File: src/hdl/dcfp_pkg.sv
// Package for the drive command frame parser.
// Holds character codes, register indexes, limits and result types; no dependencies.
package dcfp_pkg;

  localparam int FIELD_COUNT = 3;
  localparam int SLOT_W      = $clog2(FIELD_COUNT);
  localparam int ACC_W       = 16;
  localparam int SPEED_W     = 8;
  localparam int DIR_W       = 9;
  localparam int SPIN_W      = 9;
  localparam int CFG_IDX_W   = 2;
  localparam int CFG_DATA_W  = 9;

  typedef logic [SLOT_W-1:0] slot_idx_t;

  localparam slot_idx_t SLOT_FIRST = slot_idx_t'(0);
  localparam slot_idx_t SLOT_LAST  = slot_idx_t'(FIELD_COUNT - 1);

  localparam logic [ACC_W-1:0] ACC_MAX = {ACC_W{1'b1}};

  localparam logic [7:0] CHAR_ZERO  = 8'h30;
  localparam logic [7:0] CHAR_NINE  = 8'h39;
  localparam logic [7:0] CHAR_SPACE = 8'h20;
  localparam logic [7:0] CHAR_END   = 8'h45;
  localparam logic [7:0] CHAR_STOP  = 8'h46;

  localparam logic [CFG_IDX_W-1:0] CFG_MAX_SPEED     = 2'd0;
  localparam logic [CFG_IDX_W-1:0] CFG_MAX_DIRECTION = 2'd1;
  localparam logic [CFG_IDX_W-1:0] CFG_MAX_SPIN      = 2'd2;

  localparam logic [SPEED_W-1:0] MAX_SPEED_RST     = 8'd21;
  localparam logic [DIR_W-1:0]   MAX_DIRECTION_RST = 9'd360;
  localparam logic [SPIN_W-1:0]  MAX_SPIN_RST      = 9'd360;

  typedef struct packed {
    logic [SPEED_W-1:0] max_speed;
    logic [DIR_W-1:0]   max_direction;
    logic [SPIN_W-1:0]  max_spin;
  } limits_t;

  typedef struct packed {
    logic [SPEED_W-1:0] speed;
    logic [DIR_W-1:0]   direction;
    logic [SPIN_W-1:0]  spin;
    logic               frame_done;
    logic               frame_rejected;
    logic               emergency_stop;
  } result_t;

endpackage

File: src/hdl/dcfp_cfg_regs.sv
// Limit registers of the drive command frame parser.
// Depends on dcfp_pkg.
module dcfp_cfg_regs (
  input  logic                               clk,
  input  logic                               rst_n,
  input  logic                               cfg_valid,
  output logic                               cfg_ready,
  input  logic [dcfp_pkg::CFG_IDX_W-1:0]     cfg_index,
  input  logic [dcfp_pkg::CFG_DATA_W-1:0]    cfg_data,
  output dcfp_pkg::limits_t                  limits
);

  dcfp_pkg::limits_t limits_r;
  dcfp_pkg::limits_t limits_nxt;

  assign cfg_ready = 1'b1;
  assign limits    = limits_r;

  always_comb begin
    limits_nxt = limits_r;
    if (cfg_valid) begin
      case (cfg_index)
        dcfp_pkg::CFG_MAX_SPEED:     limits_nxt.max_speed =
                                       cfg_data[dcfp_pkg::SPEED_W-1:0];
        dcfp_pkg::CFG_MAX_DIRECTION: limits_nxt.max_direction =
                                       cfg_data[dcfp_pkg::DIR_W-1:0];
        dcfp_pkg::CFG_MAX_SPIN:      limits_nxt.max_spin =
                                       cfg_data[dcfp_pkg::SPIN_W-1:0];
        default: ;
      endcase
    end
  end

  always_ff @(posedge clk) begin
    if (!rst_n) begin
      limits_r.max_speed     <= dcfp_pkg::MAX_SPEED_RST;
      limits_r.max_direction <= dcfp_pkg::MAX_DIRECTION_RST;
      limits_r.max_spin      <= dcfp_pkg::MAX_SPIN_RST;
    end else begin
      limits_r <= limits_nxt;
    end
  end

endmodule

File: src/hdl/dcfp_frame_core.sv
// Frame state and per-byte update: accumulator, field slots, current command.
// Depends on dcfp_pkg.
module dcfp_frame_core (
  input  logic              clk,
  input  logic              rst_n,
  input  logic              advance,
  input  logic [7:0]        rx_byte,
  input  dcfp_pkg::limits_t limits,
  output dcfp_pkg::result_t result
);

  localparam int PROD_W = dcfp_pkg::ACC_W + 4;

  logic [dcfp_pkg::SPEED_W-1:0] speed_r, speed_nxt;
  logic [dcfp_pkg::DIR_W-1:0]   direction_r, direction_nxt;
  logic [dcfp_pkg::SPIN_W-1:0]  spin_r, spin_nxt;
  logic [dcfp_pkg::ACC_W-1:0]   acc_r, acc_nxt;
  logic [dcfp_pkg::ACC_W-1:0]   slot_r   [dcfp_pkg::FIELD_COUNT];
  logic [dcfp_pkg::ACC_W-1:0]   slot_nxt [dcfp_pkg::FIELD_COUNT];
  dcfp_pkg::slot_idx_t          slot_ptr_r, slot_ptr_nxt;

  logic [PROD_W-1:0] acc_ext;
  logic [PROD_W-1:0] acc_prod;
  logic              over_limit;
  logic              done, rejected, estop;

  assign acc_ext  = {4'd0, acc_r};
  assign acc_prod = (acc_ext << 3) + (acc_ext << 1) + {{(PROD_W-4){1'b0}}, rx_byte[3:0]};

  assign over_limit =
    (slot_r[0] > {{(dcfp_pkg::ACC_W-dcfp_pkg::SPEED_W){1'b0}}, limits.max_speed}) ||
    (slot_r[1] > {{(dcfp_pkg::ACC_W-dcfp_pkg::DIR_W){1'b0}}, limits.max_direction}) ||
    (slot_r[2] > {{(dcfp_pkg::ACC_W-dcfp_pkg::SPIN_W){1'b0}}, limits.max_spin});

  always_comb begin
    speed_nxt     = speed_r;
    direction_nxt = direction_r;
    spin_nxt      = spin_r;
    acc_nxt       = acc_r;
    slot_nxt      = slot_r;
    slot_ptr_nxt  = slot_ptr_r;
    done          = 1'b0;
    rejected      = 1'b0;
    estop         = 1'b0;
    if (rx_byte inside {[dcfp_pkg::CHAR_ZERO:dcfp_pkg::CHAR_NINE]}) begin
      acc_nxt = (acc_prod > {4'd0, dcfp_pkg::ACC_MAX}) ? dcfp_pkg::ACC_MAX
                                                      : acc_prod[dcfp_pkg::ACC_W-1:0];
    end else if (rx_byte == dcfp_pkg::CHAR_SPACE) begin
      slot_nxt[slot_ptr_r] = acc_r;
      slot_ptr_nxt = (slot_ptr_r == dcfp_pkg::SLOT_LAST) ? dcfp_pkg::SLOT_FIRST
                                                         : slot_ptr_r + 1'b1;
      acc_nxt = '0;
    end else if (rx_byte == dcfp_pkg::CHAR_END) begin
      done         = 1'b1;
      rejected     = over_limit;
      slot_ptr_nxt = dcfp_pkg::SLOT_FIRST;
      if (!over_limit) begin
        speed_nxt     = slot_r[0][dcfp_pkg::SPEED_W-1:0];
        direction_nxt = slot_r[1][dcfp_pkg::DIR_W-1:0];
        spin_nxt      = slot_r[2][dcfp_pkg::SPIN_W-1:0];
      end
      acc_nxt = '0;
      for (int i = 0; i < dcfp_pkg::FIELD_COUNT; i++) slot_nxt[i] = '0;
    end else if (rx_byte == dcfp_pkg::CHAR_STOP) begin
      estop         = 1'b1;
      speed_nxt     = '0;
      direction_nxt = '0;
      spin_nxt      = '0;
      acc_nxt       = '0;
      for (int i = 0; i < dcfp_pkg::FIELD_COUNT; i++) slot_nxt[i] = '0;
    end
  end

  always_comb begin
    result.speed          = speed_nxt;
    result.direction      = direction_nxt;
    result.spin           = spin_nxt;
    result.frame_done     = done;
    result.frame_rejected = rejected;
    result.emergency_stop = estop;
  end

  always_ff @(posedge clk) begin
    if (!rst_n) begin
      speed_r     <= '0;
      direction_r <= '0;
      spin_r      <= '0;
      acc_r       <= '0;
      slot_ptr_r  <= dcfp_pkg::SLOT_FIRST;
      for (int i = 0; i < dcfp_pkg::FIELD_COUNT; i++) slot_r[i] <= '0;
    end else if (advance) begin
      speed_r     <= speed_nxt;
      direction_r <= direction_nxt;
      spin_r      <= spin_nxt;
      acc_r       <= acc_nxt;
      slot_ptr_r  <= slot_ptr_nxt;
      slot_r      <= slot_nxt;
    end
  end

  a_ptr_in_range: assert property (@(posedge clk) disable iff (!rst_n)
    slot_ptr_r <= dcfp_pkg::SLOT_LAST)
    else $error("slot pointer out of range");

  a_end_rewinds: assert property (@(posedge clk) disable iff (!rst_n)
    advance && rx_byte == dcfp_pkg::CHAR_END |=>
      slot_ptr_r == dcfp_pkg::SLOT_FIRST && acc_r == '0)
    else $error("end of frame did not rewind slots");

  a_stop_zeroes: assert property (@(posedge clk) disable iff (!rst_n)
    advance && rx_byte == dcfp_pkg::CHAR_STOP |=>
      speed_r == '0 && direction_r == '0 && spin_r == '0 &&
      slot_ptr_r == $past(slot_ptr_r))
    else $error("stop did not zero command or moved slot pointer");

  a_reject_keeps: assert property (@(posedge clk) disable iff (!rst_n)
    advance && result.frame_rejected |=>
      $stable(speed_r) && $stable(direction_r) && $stable(spin_r))
    else $error("rejected frame changed command");

endmodule

File: src/hdl/drive_command_frame_parser.sv
// Top level of the drive command frame parser: input register, frame core, result register.
// Depends on dcfp_pkg, dcfp_cfg_regs and dcfp_frame_core.
//
//   channel | ports                                      | direction
//   in      | in_valid, in_ready, in_rx_byte             | byte in
//   out     | out_valid, out_ready, out_speed_out, ...   | command out
//   cfg     | cfg_valid, cfg_ready, cfg_index, cfg_data  | limit write
//
// One byte per cycle while out_ready stays high; beats are held in the result register.
// The per-byte update of the frame core sits between the input and result registers.
// Synchronous active-low reset clears state, limits go to 21/360/360.
// A stalled out beat holds; in_ready drops only while both registers hold a beat.
module drive_command_frame_parser (
  input  logic                                  clk,
  input  logic                                  rst_n,
  input  logic                                  in_valid,
  output logic                                  in_ready,
  input  logic [7:0]                            in_rx_byte,
  output logic                                  out_valid,
  input  logic                                  out_ready,
  output logic [dcfp_pkg::SPEED_W-1:0]          out_speed_out,
  output logic [dcfp_pkg::DIR_W-1:0]            out_direction_out,
  output logic [dcfp_pkg::SPIN_W-1:0]           out_spin_out,
  output logic                                  out_frame_done,
  output logic                                  out_frame_rejected,
  output logic                                  out_emergency_stop,
  input  logic                                  cfg_valid,
  output logic                                  cfg_ready,
  input  logic [dcfp_pkg::CFG_IDX_W-1:0]        cfg_index,
  input  logic [dcfp_pkg::CFG_DATA_W-1:0]       cfg_data
);

  logic              in_valid_r;
  logic [7:0]        in_byte_r;
  logic              out_valid_r;
  dcfp_pkg::result_t out_res_r;
  dcfp_pkg::result_t core_res;
  dcfp_pkg::limits_t limits;
  logic              advance;

  assign advance  = in_valid_r && (!out_valid_r || out_ready);
  assign in_ready = !in_valid_r || advance;

  dcfp_cfg_regs u_cfg (
    .clk       (clk),
    .rst_n     (rst_n),
    .cfg_valid (cfg_valid),
    .cfg_ready (cfg_ready),
    .cfg_index (cfg_index),
    .cfg_data  (cfg_data),
    .limits    (limits)
  );

  dcfp_frame_core u_core (
    .clk     (clk),
    .rst_n   (rst_n),
    .advance (advance),
    .rx_byte (in_byte_r),
    .limits  (limits),
    .result  (core_res)
  );

  always_ff @(posedge clk) begin
    if (!rst_n) begin
      in_valid_r  <= 1'b0;
      out_valid_r <= 1'b0;
    end else begin
      if (in_ready) in_valid_r <= in_valid;
      if (advance) out_valid_r <= 1'b1;
      else if (out_ready) out_valid_r <= 1'b0;
    end
  end

  always_ff @(posedge clk) begin
    if (in_valid && in_ready) in_byte_r <= in_rx_byte;
    if (advance) out_res_r <= core_res;
  end

  assign out_valid          = out_valid_r;
  assign out_speed_out      = out_res_r.speed;
  assign out_direction_out  = out_res_r.direction;
  assign out_spin_out       = out_res_r.spin;
  assign out_frame_done     = out_res_r.frame_done;
  assign out_frame_rejected = out_res_r.frame_rejected;
  assign out_emergency_stop = out_res_r.emergency_stop;

endmodule

File: config.mk
export PLATFORM = sky130hd
export DESIGN_NAME = drive_command_frame_parser
export DESIGN_NICKNAME = d
export VERILOG_FILES = /design/src/hdl/dcfp_pkg.sv /design/src/hdl/dcfp_cfg_regs.sv /design/src/hdl/dcfp_frame_core.sv /design/src/hdl/drive_command_frame_parser.sv
export SDC_FILE = /design/constraint.sdc
export NUM_CORES = 1
export LEC_CHECK = 0
export BUFFER_PORTS_ARGS = -buffer_cell sky130_fd_sc_hd__buf_2
export CORE_MARGIN = 8
export CORE_UTILIZATION = 30
export CTS_CLUSTER_DIAMETER = 60
export DETAILED_ROUTE_END_ITERATION = 12
export PLACE_DENSITY = 0.48
export REMOVE_ABC_BUFFERS = 1
export SYNTH_ARGS = -nofsm -noshare
export SYNTH_HDL_FRONTEND = slang
export SYNTH_SLANG_ARGS = --single-unit
File: constraint.sdc
create_clock -name clk -period 3.14 [get_ports clk]
set_clock_uncertainty 0.15 [all_clocks]
set_input_delay 0.628 -clock clk [delete_from_list [all_inputs] [get_ports clk]]
set_output_delay 0.628 -clock clk [all_outputs]
set_load 0.1 [all_outputs]
**Yosys cells after proc, flatten, opt, wreduce, memory -nomap -nowiden**

Cells that the tools add are included.

- Flip-flop bits (word level): 157
- Input bits: 24
- Output and inout bits: 32
- Word-level logic and storage cells: 97

- Add/subtract/negate cells: 3
- $lt $le $gt $ge: 8
- Equal/unequal tests: 6
- Reduce and logical (&&, ||, !) cells: 24
- Bitwise logic cells: 3
- Multiplexer cells: 33

Operators by type and width:

| cell | count |
|---|---|
| 48-bit two-way mux | 3 |
| 16-bit two-way mux | 6 |
| 9-bit two-way mux | 10 |
| 48-bit bitwise mux | 1 |
| 8-bit two-way mux | 5 |
| 16-bit demux with 2-bit select | 1 |
| 16-bit by 9-bit > comparator with 1-bit output | 2 |
| 19-bit by 17-bit adder with 20-bit output | 1 |
| 20-bit by 4-bit adder with 20-bit output | 1 |
| 20-bit by 16-bit > comparator with 1-bit output, second input constant | 1 |
| 8-bit by 7-bit == test with 1-bit output, second input constant | 2 |
| 16-bit by 8-bit > comparator with 1-bit output | 1 |
| 8-bit by 6-bit == test with 1-bit output, second input constant | 1 |
| 8-bit by 6-bit greater-or-equal comparator with 1-bit output, second input constant | 1 |
| 8-bit by 6-bit less-or-equal comparator with 1-bit output, second input constant | 1 |
| 2-bit AND reduction | 4 |
| 2-bit two-way mux | 3 |
| 3-bit AND reduction | 2 |
| 3-bit OR reduction | 2 |
| 2-bit == test, second input constant | 2 |
| 1-bit logical AND | 4 |
| 1-bit logical OR | 4 |
| 1-bit two-way mux | 4 |
| 2-bit nonzero test | 2 |
| 11 further kinds | 13 |

**Depth between registers and ports, before layout**

Gate-level depths: netlist (run 1).

- Word-level depth: 7
- Depth in mapped cells: 12
- Gate-level depth less buffers: 10

**By module**

A second synthesis (run 1) with hierarchy kept.

- Cell total of the unflattened synthesis: 689
- Area, all modules: 7454.6 µm²

By module, submodules not included:

| module | area each (µm²) | instances | seq. area each (µm²) | cells an instance |
|---|---|---|---|---|
| dcfp_frame_core | 5175.0 | 1 | 1841.8 | 538 |
| drive_command_frame_parser | 1214.9 | 1 | 1151.1 | 46 |
| dcfp_cfg_regs | 1064.8 | 1 | 520.5 | 105 |

**Least setup slack after synthesis (run 1)**

No wires, ideal clock.

- Path kind: reg2reg
- Start point: register out_valid_r, in the netlist out_valid
- End point: register out_res_r (netlist bit out_direction_out[0]) (enable)
- Path slack: 0.075 ns
- Arrival time: 2.511 ns
- Data required time: 2.585 ns
- Period minus slack after synthesis: 3.065 ns
- Buffers on the path: 2
- Setup time: 0.405 ns
- Cell stages (with the launch flop): 6
- Cells stage by stage: dfxtp_1 nor2b_1 nand2b_1 inv_1 clkbuf_1 clkbuf_1

- Longest elaborated chain between the ends: 3

RTL lines:

| element | line | RTL |
|---|---|---|
| start: declaration | drive_command_frame_parser.sv:35 | `logic out_valid_r;` |
| start signal: assignment | drive_command_frame_parser.sv:66 | `out_valid_r <= 1'b0;` |
| start signal: assignment | drive_command_frame_parser.sv:69 | `if (advance) out_valid_r <= 1'b1;` |
| start signal: assignment | drive_command_frame_parser.sv:70 | `else if (out_ready) out_valid_r <= 1'b0;` |
| 1-bit zero test | drive_command_frame_parser.sv:41 | `assign advance = in_valid_r && (!out_valid_r \|\| out_ready);` |
| 1-bit logical OR | drive_command_frame_parser.sv:41 |  |
| 1-bit logical AND | drive_command_frame_parser.sv:41 |  |
| named net advance | drive_command_frame_parser.sv:39 | `logic advance;` |
| end signal: assignment | drive_command_frame_parser.sv:76 | `if (advance) out_res_r <= core_res;` |
| end: declaration | drive_command_frame_parser.sv:36 | `dcfp_pkg::result_t out_res_r;` |

The timed path passes the listed nets, and every way through them passes these cells.
A chain may end at the register's enable or synchronous reset.

**Worst setup path after layout (run 1)**

- Start point: register in_byte_r[3]
- End point: register u_core.acc_r[1] in the netlist's numbering

- Longest elaborated chain between the ends: 4
- Elaborated cells between the ends (all ways): 14
- Classes of those cells: add/sub: 1; order compare: 3; eq/ne: 3; mux: 4; reduce/logical: 3

RTL lines:

| element | line | RTL |
|---|---|---|
| start: declaration | drive_command_frame_parser.sv:34 | `logic [7:0] in_byte_r;` |
| start signal: assignment | drive_command_frame_parser.sv:75 | `if (in_valid && in_ready) in_byte_r <= in_rx_byte;` |
| 20-bit by 4-bit adder with 20-bit output, or another cell as far along | dcfp_frame_core.sv:28 | `assign acc_prod = (acc_ext << 3) + (acc_ext << 1) + {{(PROD_W-4){1'b0}}, rx_byte[3:0]};` |
| 20-bit by 16-bit > comparator with 1-bit output, or another cell as far along | dcfp_frame_core.sv:46 | `acc_nxt = (acc_prod > {4'd0, dcfp_pkg::ACC_MAX}) ? dcfp_pkg::ACC_MAX` |
| 16-bit two-way mux, or another cell as far along | dcfp_frame_core.sv:46 |  |
| 16-bit two-way mux / 2-bit AND reduction (equally long branches) | - |  |
| end signal: assignment | dcfp_frame_core.sv:95 | `acc_r <= acc_nxt;` |
| end: declaration | dcfp_frame_core.sv:17 | `logic [dcfp_pkg::ACC_W-1:0] acc_r, acc_nxt;` |

Parallel ways exist; a longest one is shown, timed or not.

==> flow_summary.json, run 1 <==
{
  "outcome": "completed",
  "insertion_delay_ns": 0.42,
  "synth_cell_types": 58,
  "initial_utilization": 0.302,
  "switching_share": 0.245,
  "yosysWarnings": 0,
  "routabilityCongestion": 0.806,
  "dp.cells": 1236,
  "grt_use_met1": 0.177,
  "grt_max_degree": 99,
  "period_needed_ns": 2.94,
  "die_w_microns": 177,
  "cp.arrival_ns": 3.10,
  "final_nets": 1003,
  "syn_inst": 871,
  "clk_pin_slew_ns": 0.06,
  "core_area_sq_mm": 0.0258,
  "grt_overflow_total": 0,
  "p_seq_frac": 0.484,
  "first_pass_iters": 4,
  "hold_violations": 0,
  "fin_crit_sh": 0.936,
  "busiest_layer": "met2",
  "wl_per_cell_microns": 16.2,
  "vias_per_cell": 4.92,
  "cp-start-kind": "register",
  "antenna_found_initial": 0,
  "holdWs_ns": 0.231,
  "maxSlewViolCount": 0,
  "cts-buffers-inserted": 17,
  "cts_hold_buffers": 0,
  "area_growth_pct": 16.7,
  "leakage_nw": 3.58,
  "row_count": 59,
  "vias": 6233,
  "postRouteWirelength_mm": 20.6,
  "ir_worst_vdd_v": 0.000252,
  "ys_seq_elements": 157,
  "io_buffer_count": 54,
  "place_hpwl_mm": 14.6,
  "first_global_vias": 6188,
  "synth_edf_count": 37,
  "tritoncts": "done",
  "use_met2": 0.222,
  "pwr-share-clk": 0.450,
  "route.detailed.drc": 0,
  "max_slew_margin": 0.450,
  "setup_viol_count_final": 0,
  "dieArea_sq_mm": 0.0315,
  "fmax_mhz": 340,
  "grt_pass1_wl_mm": 33.7,
  "final_util": 0.353,
  "cts_root_buffer": "clkbuf_16",
  "h-tree-depth": 4,
  "die_y_microns": 177,
  "hold_path.class": "input pin to register",
  "drive_above_1_share": 0.134,
  "required_ns": 3.30,
  "p_comb_frac": 0.066,
  "ys_seq_area_frac": 0.450,
  "finalPower_w": 0.00437,
  "timing.setup.tns_ns": 0,
  "pin_count": 56,
  "end_kind": "register",
  "criticalPathCategory": "register to register",
  "ys_async_sr_fraction": 0,
  "ant_nets": 0,
  "grt_use_total": 0.134,
  "syn_area_per_cell_sq_um": 8.97,
  "drt_iter0_drc": 374,
  "syn_area_sq_mm": 0.00781,
  "final_cell_count_no_fill": 1268,
  "internal_power_w": 0.00330,
  "worst_pin_slew_ns": 0.822,
  "clk_path_buf_depth": 2,
  "critPathMaxFanout": 13,
  "cts_sinks": 157,
  "global_route.usage.met3": 0.0260,
  "powerDensity_mw_per_mm2": 479,
  "antenna_cells": 0,
  "p_sw_w": 0.00107,
  "rsz0062_at_grt": "false",
  "drv_cap": 0,
  "synthFlopType": "dfxtp_1"
}
## state kept, by name, indices dropped and copies added, names as in the netlist, 9 cells and up
signal              flops
out_direction_out       9
u_core.spin_r           9
u_cfg.limits           26
u_core.direction_r      9
u_core.acc_r           16
u_core.slot_r          48
out_spin_out            9
## cells in the mapped netlist, types with 7 or more instances
| master | instances | area share |
|---|---|---|
| nand3_1 | 145 | 0.093 |
| nand2_1 | 144 | 0.069 |
| dfxtp_1 | 120 | 0.31 |
| ha_1 | 57 | 0.091 |
| a21boi_0 | 56 | 0.054 |
| edfxtp_1 | 37 | 0.14 |
| clkbuf_1 | 36 | 0.017 |
| inv_1 | 34 | 0.016 |
| a21oi_1 | 29 | 0.019 |
| a21boi_1 | 28 | 0.027 |
| nor2_1 | 21 | 0.010 |
| a22o_1 | 15 | 0.017 |
| o211ai_1 | 14 | 0.013 |
| o21ai_0 | 14 | 0.0090 |
| nor2b_1 | 12 | 0.0096 |
| nand4_1 | 9 | 0.0072 |
| xnor2_1 | 8 | 0.0090 |
| buf_1 | 7 | 0.0034 |
| nand3b_1 | 7 | 0.0067 |
## what timing repair did
item                       in CTS  in global routing
setup buffers                   0                  0
setup endpoints to repair       0                 14
resized for setup               0                  4
## layout make-up
| cell class | count | area, sq um |
|---|---|---|
| Fill cell | 2743 | 16700 |
| Multi-Input combinational cell | 624 | 3950 |
| Sequential cell | 157 | 3510 |
| Timing Repair Buffer | 85 | 541 |
| Clock buffer | 23 | 500 |
| Tap cell | 335 | 419 |
| Inverter | 35 | 131 |
| Clock inverter | 9 | 62.6 |
## metrics by stage
stage | instance area (sq um) | setup WS, ns
after global placement | 8540 | 0.0790
after floorplan | 7560 | -1.17
after global routing | 9110 | 0.0181
after detailed placement | 8540 | 0.0634
after CTS | 9100 | 0.0399
final | 9110 | 0.202
## power by group through the flow
stage                     logic [W]  registers, W  clock network [W]
final                      0.000286       0.00211            0.00197
after global routing       0.000307       0.00212            0.00210
after CTS                  0.000289       0.00212            0.00201
after detailed placement   0.000289       0.00216                  0
after global placement     0.000289       0.00216                  0
after floorplan           0.0000922       0.00227                  0
## layout by cell type (no fill, tap or decap), drive strengths merged, types with 3 or more instances in the layout
| cell type | Yosys | routed |
|---|---|---|
| clkbuf | 36 | 23 |
| a21o | 3 | 3 |
| xnor2 | 8 | 8 |
| and2 | 5 | 5 |
| o21ai | 14 | 14 |
| clkinvlp | 0 | 4 |
| nor3 | 6 | 6 |
| a22o | 15 | 15 |
| nor2 | 21 | 21 |
| or4 | 3 | 3 |
| o21a | 3 | 3 |
| nand2 | 144 | 144 |
| nand3b | 7 | 7 |
| xor2 | 3 | 3 |
| ha | 57 | 57 |
| nor2b | 12 | 12 |
| inv | 35 | 35 |
| nor4 | 6 | 6 |
| a21oi | 29 | 29 |
| nand4 | 9 | 9 |
| a21boi | 84 | 84 |
| nand3 | 145 | 145 |
| dfxtp | 120 | 120 |
| a31oi | 3 | 3 |
| buf | 19 | 85 |
| edfxtp | 37 | 37 |
| clkinv | 0 | 5 |
| o211ai | 14 | 14 |
## worst max-delay path, stage by stage (launching register included)
cell	delay, ns
edfxtp_1	0.44
fa_1	0.51
fa_1	0.49
a21oi_2	0.18
o211ai_1	0.14
a21oi_2	0.17
a311o_1	0.16
a21o_1	0.17
buf_12	0.15
nand3b_1	0.08
a22o_1	0.18
## routing by layer
metal / up-vias / wire [microns]
met5: - / 0
met4: 0 / 89
met3: 10 / 726
met2: 79 / 9860
met1: 2954 / 9900
li1: 3190 / -
## kinds of logic after synthesis
logic type               synth area share
AND/OR/NAND/NOR                     0.226
AO/OA/AOI/OAI                       0.164
flip-flops                          0.450
buffers and inverters              0.0490
adder cells (fa/ha/maj)            0.0964
XOR/XNOR                           0.0123
multiplexers                      0.00256
other                            0.000480
## worst paths after layout
check / depth (start not counted) / slack (ns) / start / endpoint
worst min register to register: 2 / 0.31 / u_core.speed_r[6]$_SDFFE_PN0P_ / u_core.speed_r[6]$_SDFFE_PN0P_
worst max-delay path: 10 / 0.20 / in_byte_r[3]$_DFFE_PP_ / u_core.acc_r[1]$_SDFFE_PN0P_
worst max register to register: 10 / 0.20 / in_byte_r[3]$_DFFE_PP_ / u_core.acc_r[1]$_SDFFE_PN0P_
worst min-delay path: 1 / 0.23 / in_rx_byte[3] / in_byte_r[3]$_DFFE_PP_
(Power assumes the default switching activity.)
==> run 2, diff against run 1 <==
SYNTH_HIERARCHICAL = 1   (was unset)
==> flow_summary.json, run 2 <==
{
  "final_cell_mix": "120 x dfxtp_1, 66 x nor2_1, 57 x ha_1",
  "p_seq_frac": 0.495,
  "slowest_delay_ns": 0.50,
  "area_growth_pct": 17.3,
  "vias": 5409,
  "synth_edf_count": 37,
  "cp.arrival_ns": 3.09,
  "postPlaceCellArea_sq_mm": 0.00820,
  "internal_power_w": 0.00319,
  "rr_endpoint": "u_core/acc_r[11]$_SDFFE_PN0P_",
  "clk_pin_slew_ns": 0.06,
  "timing.setup.tns_ns": 0,
  "final_nets": 847,
  "h-tree-depth": 4,
  "finalPower_w": 0.00427,
  "hold_end": "in_byte_r[1]$_DFFE_PP_",
  "p_sw_w": 0.00109,
  "r2r_cells": 9,
  "fin_area_sq_mm": 0.00875,
  "synthFlopType": "dfxtp_1",
  "rsz0062_at_grt": "false",
  "pwr-share-clk": 0.439,
  "die_y_microns": 174,
  "largest_reg_flops": 48,
  "grt_pass1_wl_mm": 29.9,
  "critPathBufInv": 0,
  "cts_hold_buffers": 0,
  "ant_nets": 0,
  "ys_seq_area_frac": 0.471,
  "synth_most_common_cell": "dfxtp_1",
  "drive_above_1_share": 0.211,
  "antenna_found_initial": 0,
  "first_global_vias": 5497,
  "critical_path.top_delay_family": "compound AO/OA/AOI/OAI gates",
  "initial_utilization": 0.306,
  "yosysWarnings": 6,
  "fmax_mhz": 340,
  "ys_async_sr_fraction": 0,
  "wl_per_cell_microns": 16.8,
  "hold_path.class": "input pin to register",
  "row_count": 57,
  "setup_viol_count_final": 0,
  "io_buffer_count": 54,
  "worst_pin_slew_ns": 0.972,
  "drt_iter0_drc": 310,
  "cts_sinks": 157,
  "routabilityCongestion": 0.780,
  "grt_use_total": 0.124,
  "holdPathStages": 1,
  "dieArea_sq_mm": 0.0301,
  "cts_root_buffer": "clkbuf_16",
  "leakage_nw": 3.73,
  "maxSlewViolCount": 0,
  "critPathMaxFanout": 16,
  "ys_top_cells_by_count": "120 x dfxtp_1, 66 x nor2_1, 57 x ha_1, 48 x a22oi_1, 42 x a22o_1",
  "reg2reg_from": "in_byte_r[3]$_DFFE_PP_",
  "yosysTopAreaCell": "dfxtp_1",
  "first_pass_iters": 5,
  "p_comb_frac": 0.066,
  "syn_area_sq_mm": 0.00745,
  "finalWorstSetupSlack_ns": 0.202,
  "fin_crit_sh": 0.936,
  "rrSetupSlack_ns": 0.20,
  "post-place-ws_ns": -0.105,
  "cp_cell_sequence": "fa_1 > fa_1 > a21oi_2 > o221ai_2 > a21oi_2 > o21ai_2 > a21oi_1 > and3b_4 > a221o_1",
  "route.detailed.drc": 0,
  "switching_share": 0.254,
  "synth_cell_types": 69,
  "vias_per_cell": 4.91,
  "insertion_delay_ns": 0.42,
  "end_kind": "register",
  "hp-start": "in_rx_byte[1]",
  "regMostFlops": "u_core/slot_r",
  "ys_seq_elements": 157,
  "clk_path_buf_depth": 2,
  "cp-start-kind": "register",
  "drv_cap": 0,
  "syn_area_per_cell_sq_um": 10.8,
  "max_slew_margin": 0.352,
  "core_area_sq_mm": 0.0244,
  "syn_inst": 689,
  "grt_max_degree": 52,
  "synthTopCellsByArea": "dfxtp_1 32%, edfxtp_1 15%, ha_1 9.6%, a22o_1 4.9%, a22oi_1 4.8%",
  "pin_count": 56,
  "synthDominantCellAreaShare": 0.322,
  "criticalPathCategory": "register to register",
  "ir_worst_vdd_v": 0.000286,
  "die_w_microns": 174,
  "postRouteWirelength_mm": 18.5,
  "outcome": "completed",
  "final_common_cell": "dfxtp_1",
  "antenna_cells": 0,
  "required_ns": 3.29,
  "powerDensity_mw_per_mm2": 489,
  "place_hpwl_mm": 13.2,
  "cts-buffers-inserted": 17,
  "hold_violations": 0,
  "slowest_stage": "fa_1",
  "final_util": 0.359,
  "grt_overflow_total": 0,
  "period_needed_ns": 2.94,
  "tritoncts": "done"
}
run 2: power by group through the flow:
stage | logic [W] | clock network [W] | registers (W)
2_1_floorplan | 0.0000946 | 0 | 0.00227
3_3_place_gp | 0.000283 | 0 | 0.00216
3_5_place_dp | 0.000284 | 0 | 0.00216
4_1_cts | 0.000285 | 0.00192 | 0.00212
5_1_grt | 0.000301 | 0.00200 | 0.00212
6_report | 0.000281 | 0.00188 | 0.00212
run 2: cell type report:
class	instances	area [sq um]
Multi-Input combinational cell	455	3570
Inverter	38	143
Sequential cell	157	3510
Timing Repair Buffer	95	591
Clock inverter	11	85.1
Clock buffer	21	440
Fill cell	2476	15600
Tap cell	324	405
run 2: routing by layer:
layer  wire, microns  vias up  track usage
met4             168        0       0.0324
met5               0        -            0
met2            8620      102        0.205
li1                -     2698            -
met1            8950     2597        0.158
met3             723       12       0.0331
run 2: logic make-up after synthesis:
group                    synth area share
flip-flops                          0.471
other                            0.000503
multiplexers                       0.0309
XOR/XNOR                           0.0141
adder cells (fa/ha/maj)             0.101
AO/OA/AOI/OAI                       0.197
buffers and inverters              0.0530
AND/OR/NAND/NOR                     0.132
run 2: worst max-delay path by stage:
stage	startpoint	end	slack [ns]	cells after the start
final	in_byte_r[3]$_DFFE_PP_	u_core/acc_r[11]$_SDFFE_PN0P_	0.20	9
after global routing	u_cfg/limits[5]$_SDFFE_PN1P_	u_core/speed_r[5]$_SDFFE_PN0P_	0.002	9
after CTS	in_byte_r[3]$_DFFE_PP_	u_core/acc_r[11]$_SDFFE_PN0P_	0.01	9
after detailed placement	in_byte_r[3]$_DFFE_PP_	u_core/acc_r[9]$_SDFFE_PN0P_	-0.10	9
after global placement	in_byte_r[3]$_DFFE_PP_	u_core/acc_r[1]$_SDFFE_PN0P_	-0.09	9
after floorplan	out_valid$_SDFFE_PN0P_	u_core/acc_r[10]$_SDFFE_PN0P_	-1.27	6
run 2: through the flow:
stage,instances,hold slack (ns)
finish,1101,0.229
global route,1101,0.207
CTS,1100,0.209
detailed placement,1068,0.297
global placement,1068,0.293
floorplan,650,0.285
run 2: worst reg2reg max path, delay by kind of cell, from the launching register on:
| kind | cells | cell delay [ns] |
|---|---|---|
| compound gates | 6 | 1.01 |
| simple gates | 1 | 0.28 |
| flops | 1 | 0.41 |
| fa+ha+maj | 2 | 0.98 |
run 2: what timing repair did:
item,in CTS,in global routing
setup endpoints to repair,16,16
pin swaps,0,1
resized for setup,2,2
buffers inserted,0,1
==> run 3, diff against run 2 <==
BUFFER_PORTS_ARGS = unset   (was -buffer_cell sky130_fd_sc_hd__buf_2)
DONT_BUFFER_PORTS = 1   (was unset)
PLACE_DENSITY = 0.46   (was 0.48)
==> flow_summary.json, run 3 (synthesized netlist as in run 2, its figures left out) <==
{
  "drive_above_1_share": 0.145,
  "h-tree-depth": 4,
  "leakage_nw": 3.50,
  "criticalPathCategory": "register to register",
  "final_nets": 786,
  "num-fill-cells": 2453,
  "drt_iter0_drc": 336,
  "cp-start-kind": "register",
  "routabilityCongestion": 0.773,
  "powerDensity_mw_per_mm2": 509,
  "maxSlewViolCount": 0,
  "seqCellArea_sq_mm": 0.00351,
  "post-place-ws_ns": -0.126,
  "fin_crit_sh": 0.973,
  "vias_per_cell": 5.04,
  "grt_use_total": 0.124,
  "hold_path.class": "input pin to register",
  "route.detailed.drc": 0,
  "cts_root_buffer": "clkbuf_16",
  "initial_utilization": 0.306,
  "final_common_cell": "dfxtp_1",
  "drv_cap": 0,
  "ant_nets": 0,
  "first_global_vias": 5345,
  "critPathMaxFanout": 3,
  "rsz0062_at_grt": "false",
  "multi_input_area_sq_mm": 0.00357,
  "fin_area_sq_mm": 0.00844,
  "grt_pass1_wl_mm": 29.6,
  "setup_viol_count_final": 0,
  "postRouteWirelength_mm": 18.4,
  "final_cell_mix": "120 x dfxtp_1, 66 x nor2_1, 57 x ha_1",
  "largest_reg_flops": 48,
  "wl_per_cell_microns": 17.7,
  "die_y_microns": 174,
  "place_hpwl_mm": 13.3,
  "clk_path_buf_depth": 2,
  "end_kind": "register",
  "slowest_stage": "fa_1",
  "ir_worst_vdd_v": 0.000325,
  "fmax_mhz": 327,
  "antenna_found_initial": 0,
  "grt_max_degree": 52,
  "tritoncts": "done",
  "first_pass_iters": 5,
  "post_cts_buffers": 0,
  "postPlaceCellArea_sq_mm": 0.00787,
  "antenna_cells": 0,
  "grt_overflow_total": 0,
  "insertion_delay_ns": 0.42,
  "clk_pin_slew_ns": 0.07,
  "period_needed_ns": 3.05,
  "holdWs_ns": 0.148,
  "required_ns": 3.30,
  "outcome": "completed",
  "area_growth_pct": 13.2,
  "hp-start": "in_rx_byte[6]",
  "worst_pin_slew_ns": 1.01,
  "finalWorstSetupSlack_ns": 0.0858,
  "cp_cell_sequence": "fa_1 > ha_1 > a211oi_2 > or4_1 > o211ai_2 > a21oi_1 > o21bai_1 > xor2_1 > a221o_1",
  "core_area_sq_mm": 0.0244,
  "die_w_microns": 174,
  "vias": 5238,
  "slowest_delay_ns": 0.56,
  "dieArea_sq_mm": 0.0301,
  "cp.arrival_ns": 3.21,
  "cts_sinks": 157,
  "hold_violations": 0,
  "pin_count": 56,
  "row_count": 57,
  "reg2reg_from": "in_byte_r[3]$_DFFE_PP_",
  "max_slew_margin": 0.327,
  "crit_start": "in_byte_r[3]$_DFFE_PP_",
  "regMostFlops": "u_core/slot_r",
  "io_buffer_count": 0,
  "cts_hold_buffers": 0,
  "cts-buffers-inserted": 17,
  "ctsResizeCount": 3
}
[run 3: cell count changes in the layout (fill, tap and decap cells not counted), moves of 2 or more]
| cell | change |
|---|---|
| buf_2 | -54 |
| buf_4 | -6 |
| clkbuf_1 | -4 |
| clkinvlp_4 | -4 |
| clkinv_1 | +3 |
| clkinv_2 | +2 |
| clkinv_4 | +2 |
| inv_6 | -2 |
[run 3: path summary, 6_finish.rpt]
path,cells past startpoint,slack [ns],endpoint
hold / removal,0,0.15,in_byte_r[6]$_DFFE_PP_
setup reg to reg,9,0.09,u_core/acc_r[13]$_SDFFE_PN0P_
setup / recovery,9,0.09,u_core/acc_r[13]$_SDFFE_PN0P_
hold reg to reg,2,0.31,u_cfg/limits[19]$_SDFFE_PN0P_
[run 3: layout make-up]
| class | instances | area share |
|---|---|---|
| Multi-Input combinational cell | 455 | 0.423 |
| Tap cell | 324 | 0.0481 |
| Clock buffer | 19 | 0.0550 |
| Sequential cell | 157 | 0.416 |
| Timing Repair Buffer | 34 | 0.0303 |
| Clock inverter | 13 | 0.0104 |
| Inverter | 38 | 0.0169 |
[run 3: report_power, final]
part | switching, W | internal, W
sequential | 0.000120 | 0.00210
combinational | 0.0000927 | 0.0000472
clock | 0.000850 | 0.00108
total | 0.00106 | 0.00323
[run 3: layer usage]
layer	track usage	wire length, microns	up-vias
li1	-	-	2575
met1	0.154	8590	2544
met2	0.207	8890	108
met3	0.0322	787	11
met4	0.0338	177	0
met5	0	0	-
[run 3: critical path, delay by kind of cell (launching register included)]
kind	cells	cell delay [ns]
fa+ha+maj	2	0.89
simple gates	1	0.54
flops	1	0.42
compound gates	5	0.85
xor+xnor	1	0.10
[run 3: stage by stage]
stage	util	std cells	power (W)	TNS (ns)
2_1_floorplan	-	650	0.00236	-74.38
3_3_place_gp	0.323	1008	0.00240	-1.45
3_5_place_dp	0.323	1008	0.00241	-1.80
4_1_cts	0.346	1040	0.00434	0
5_1_grt	0.346	1040	0.00445	0
6_report	0.346	1040	0.00429	0
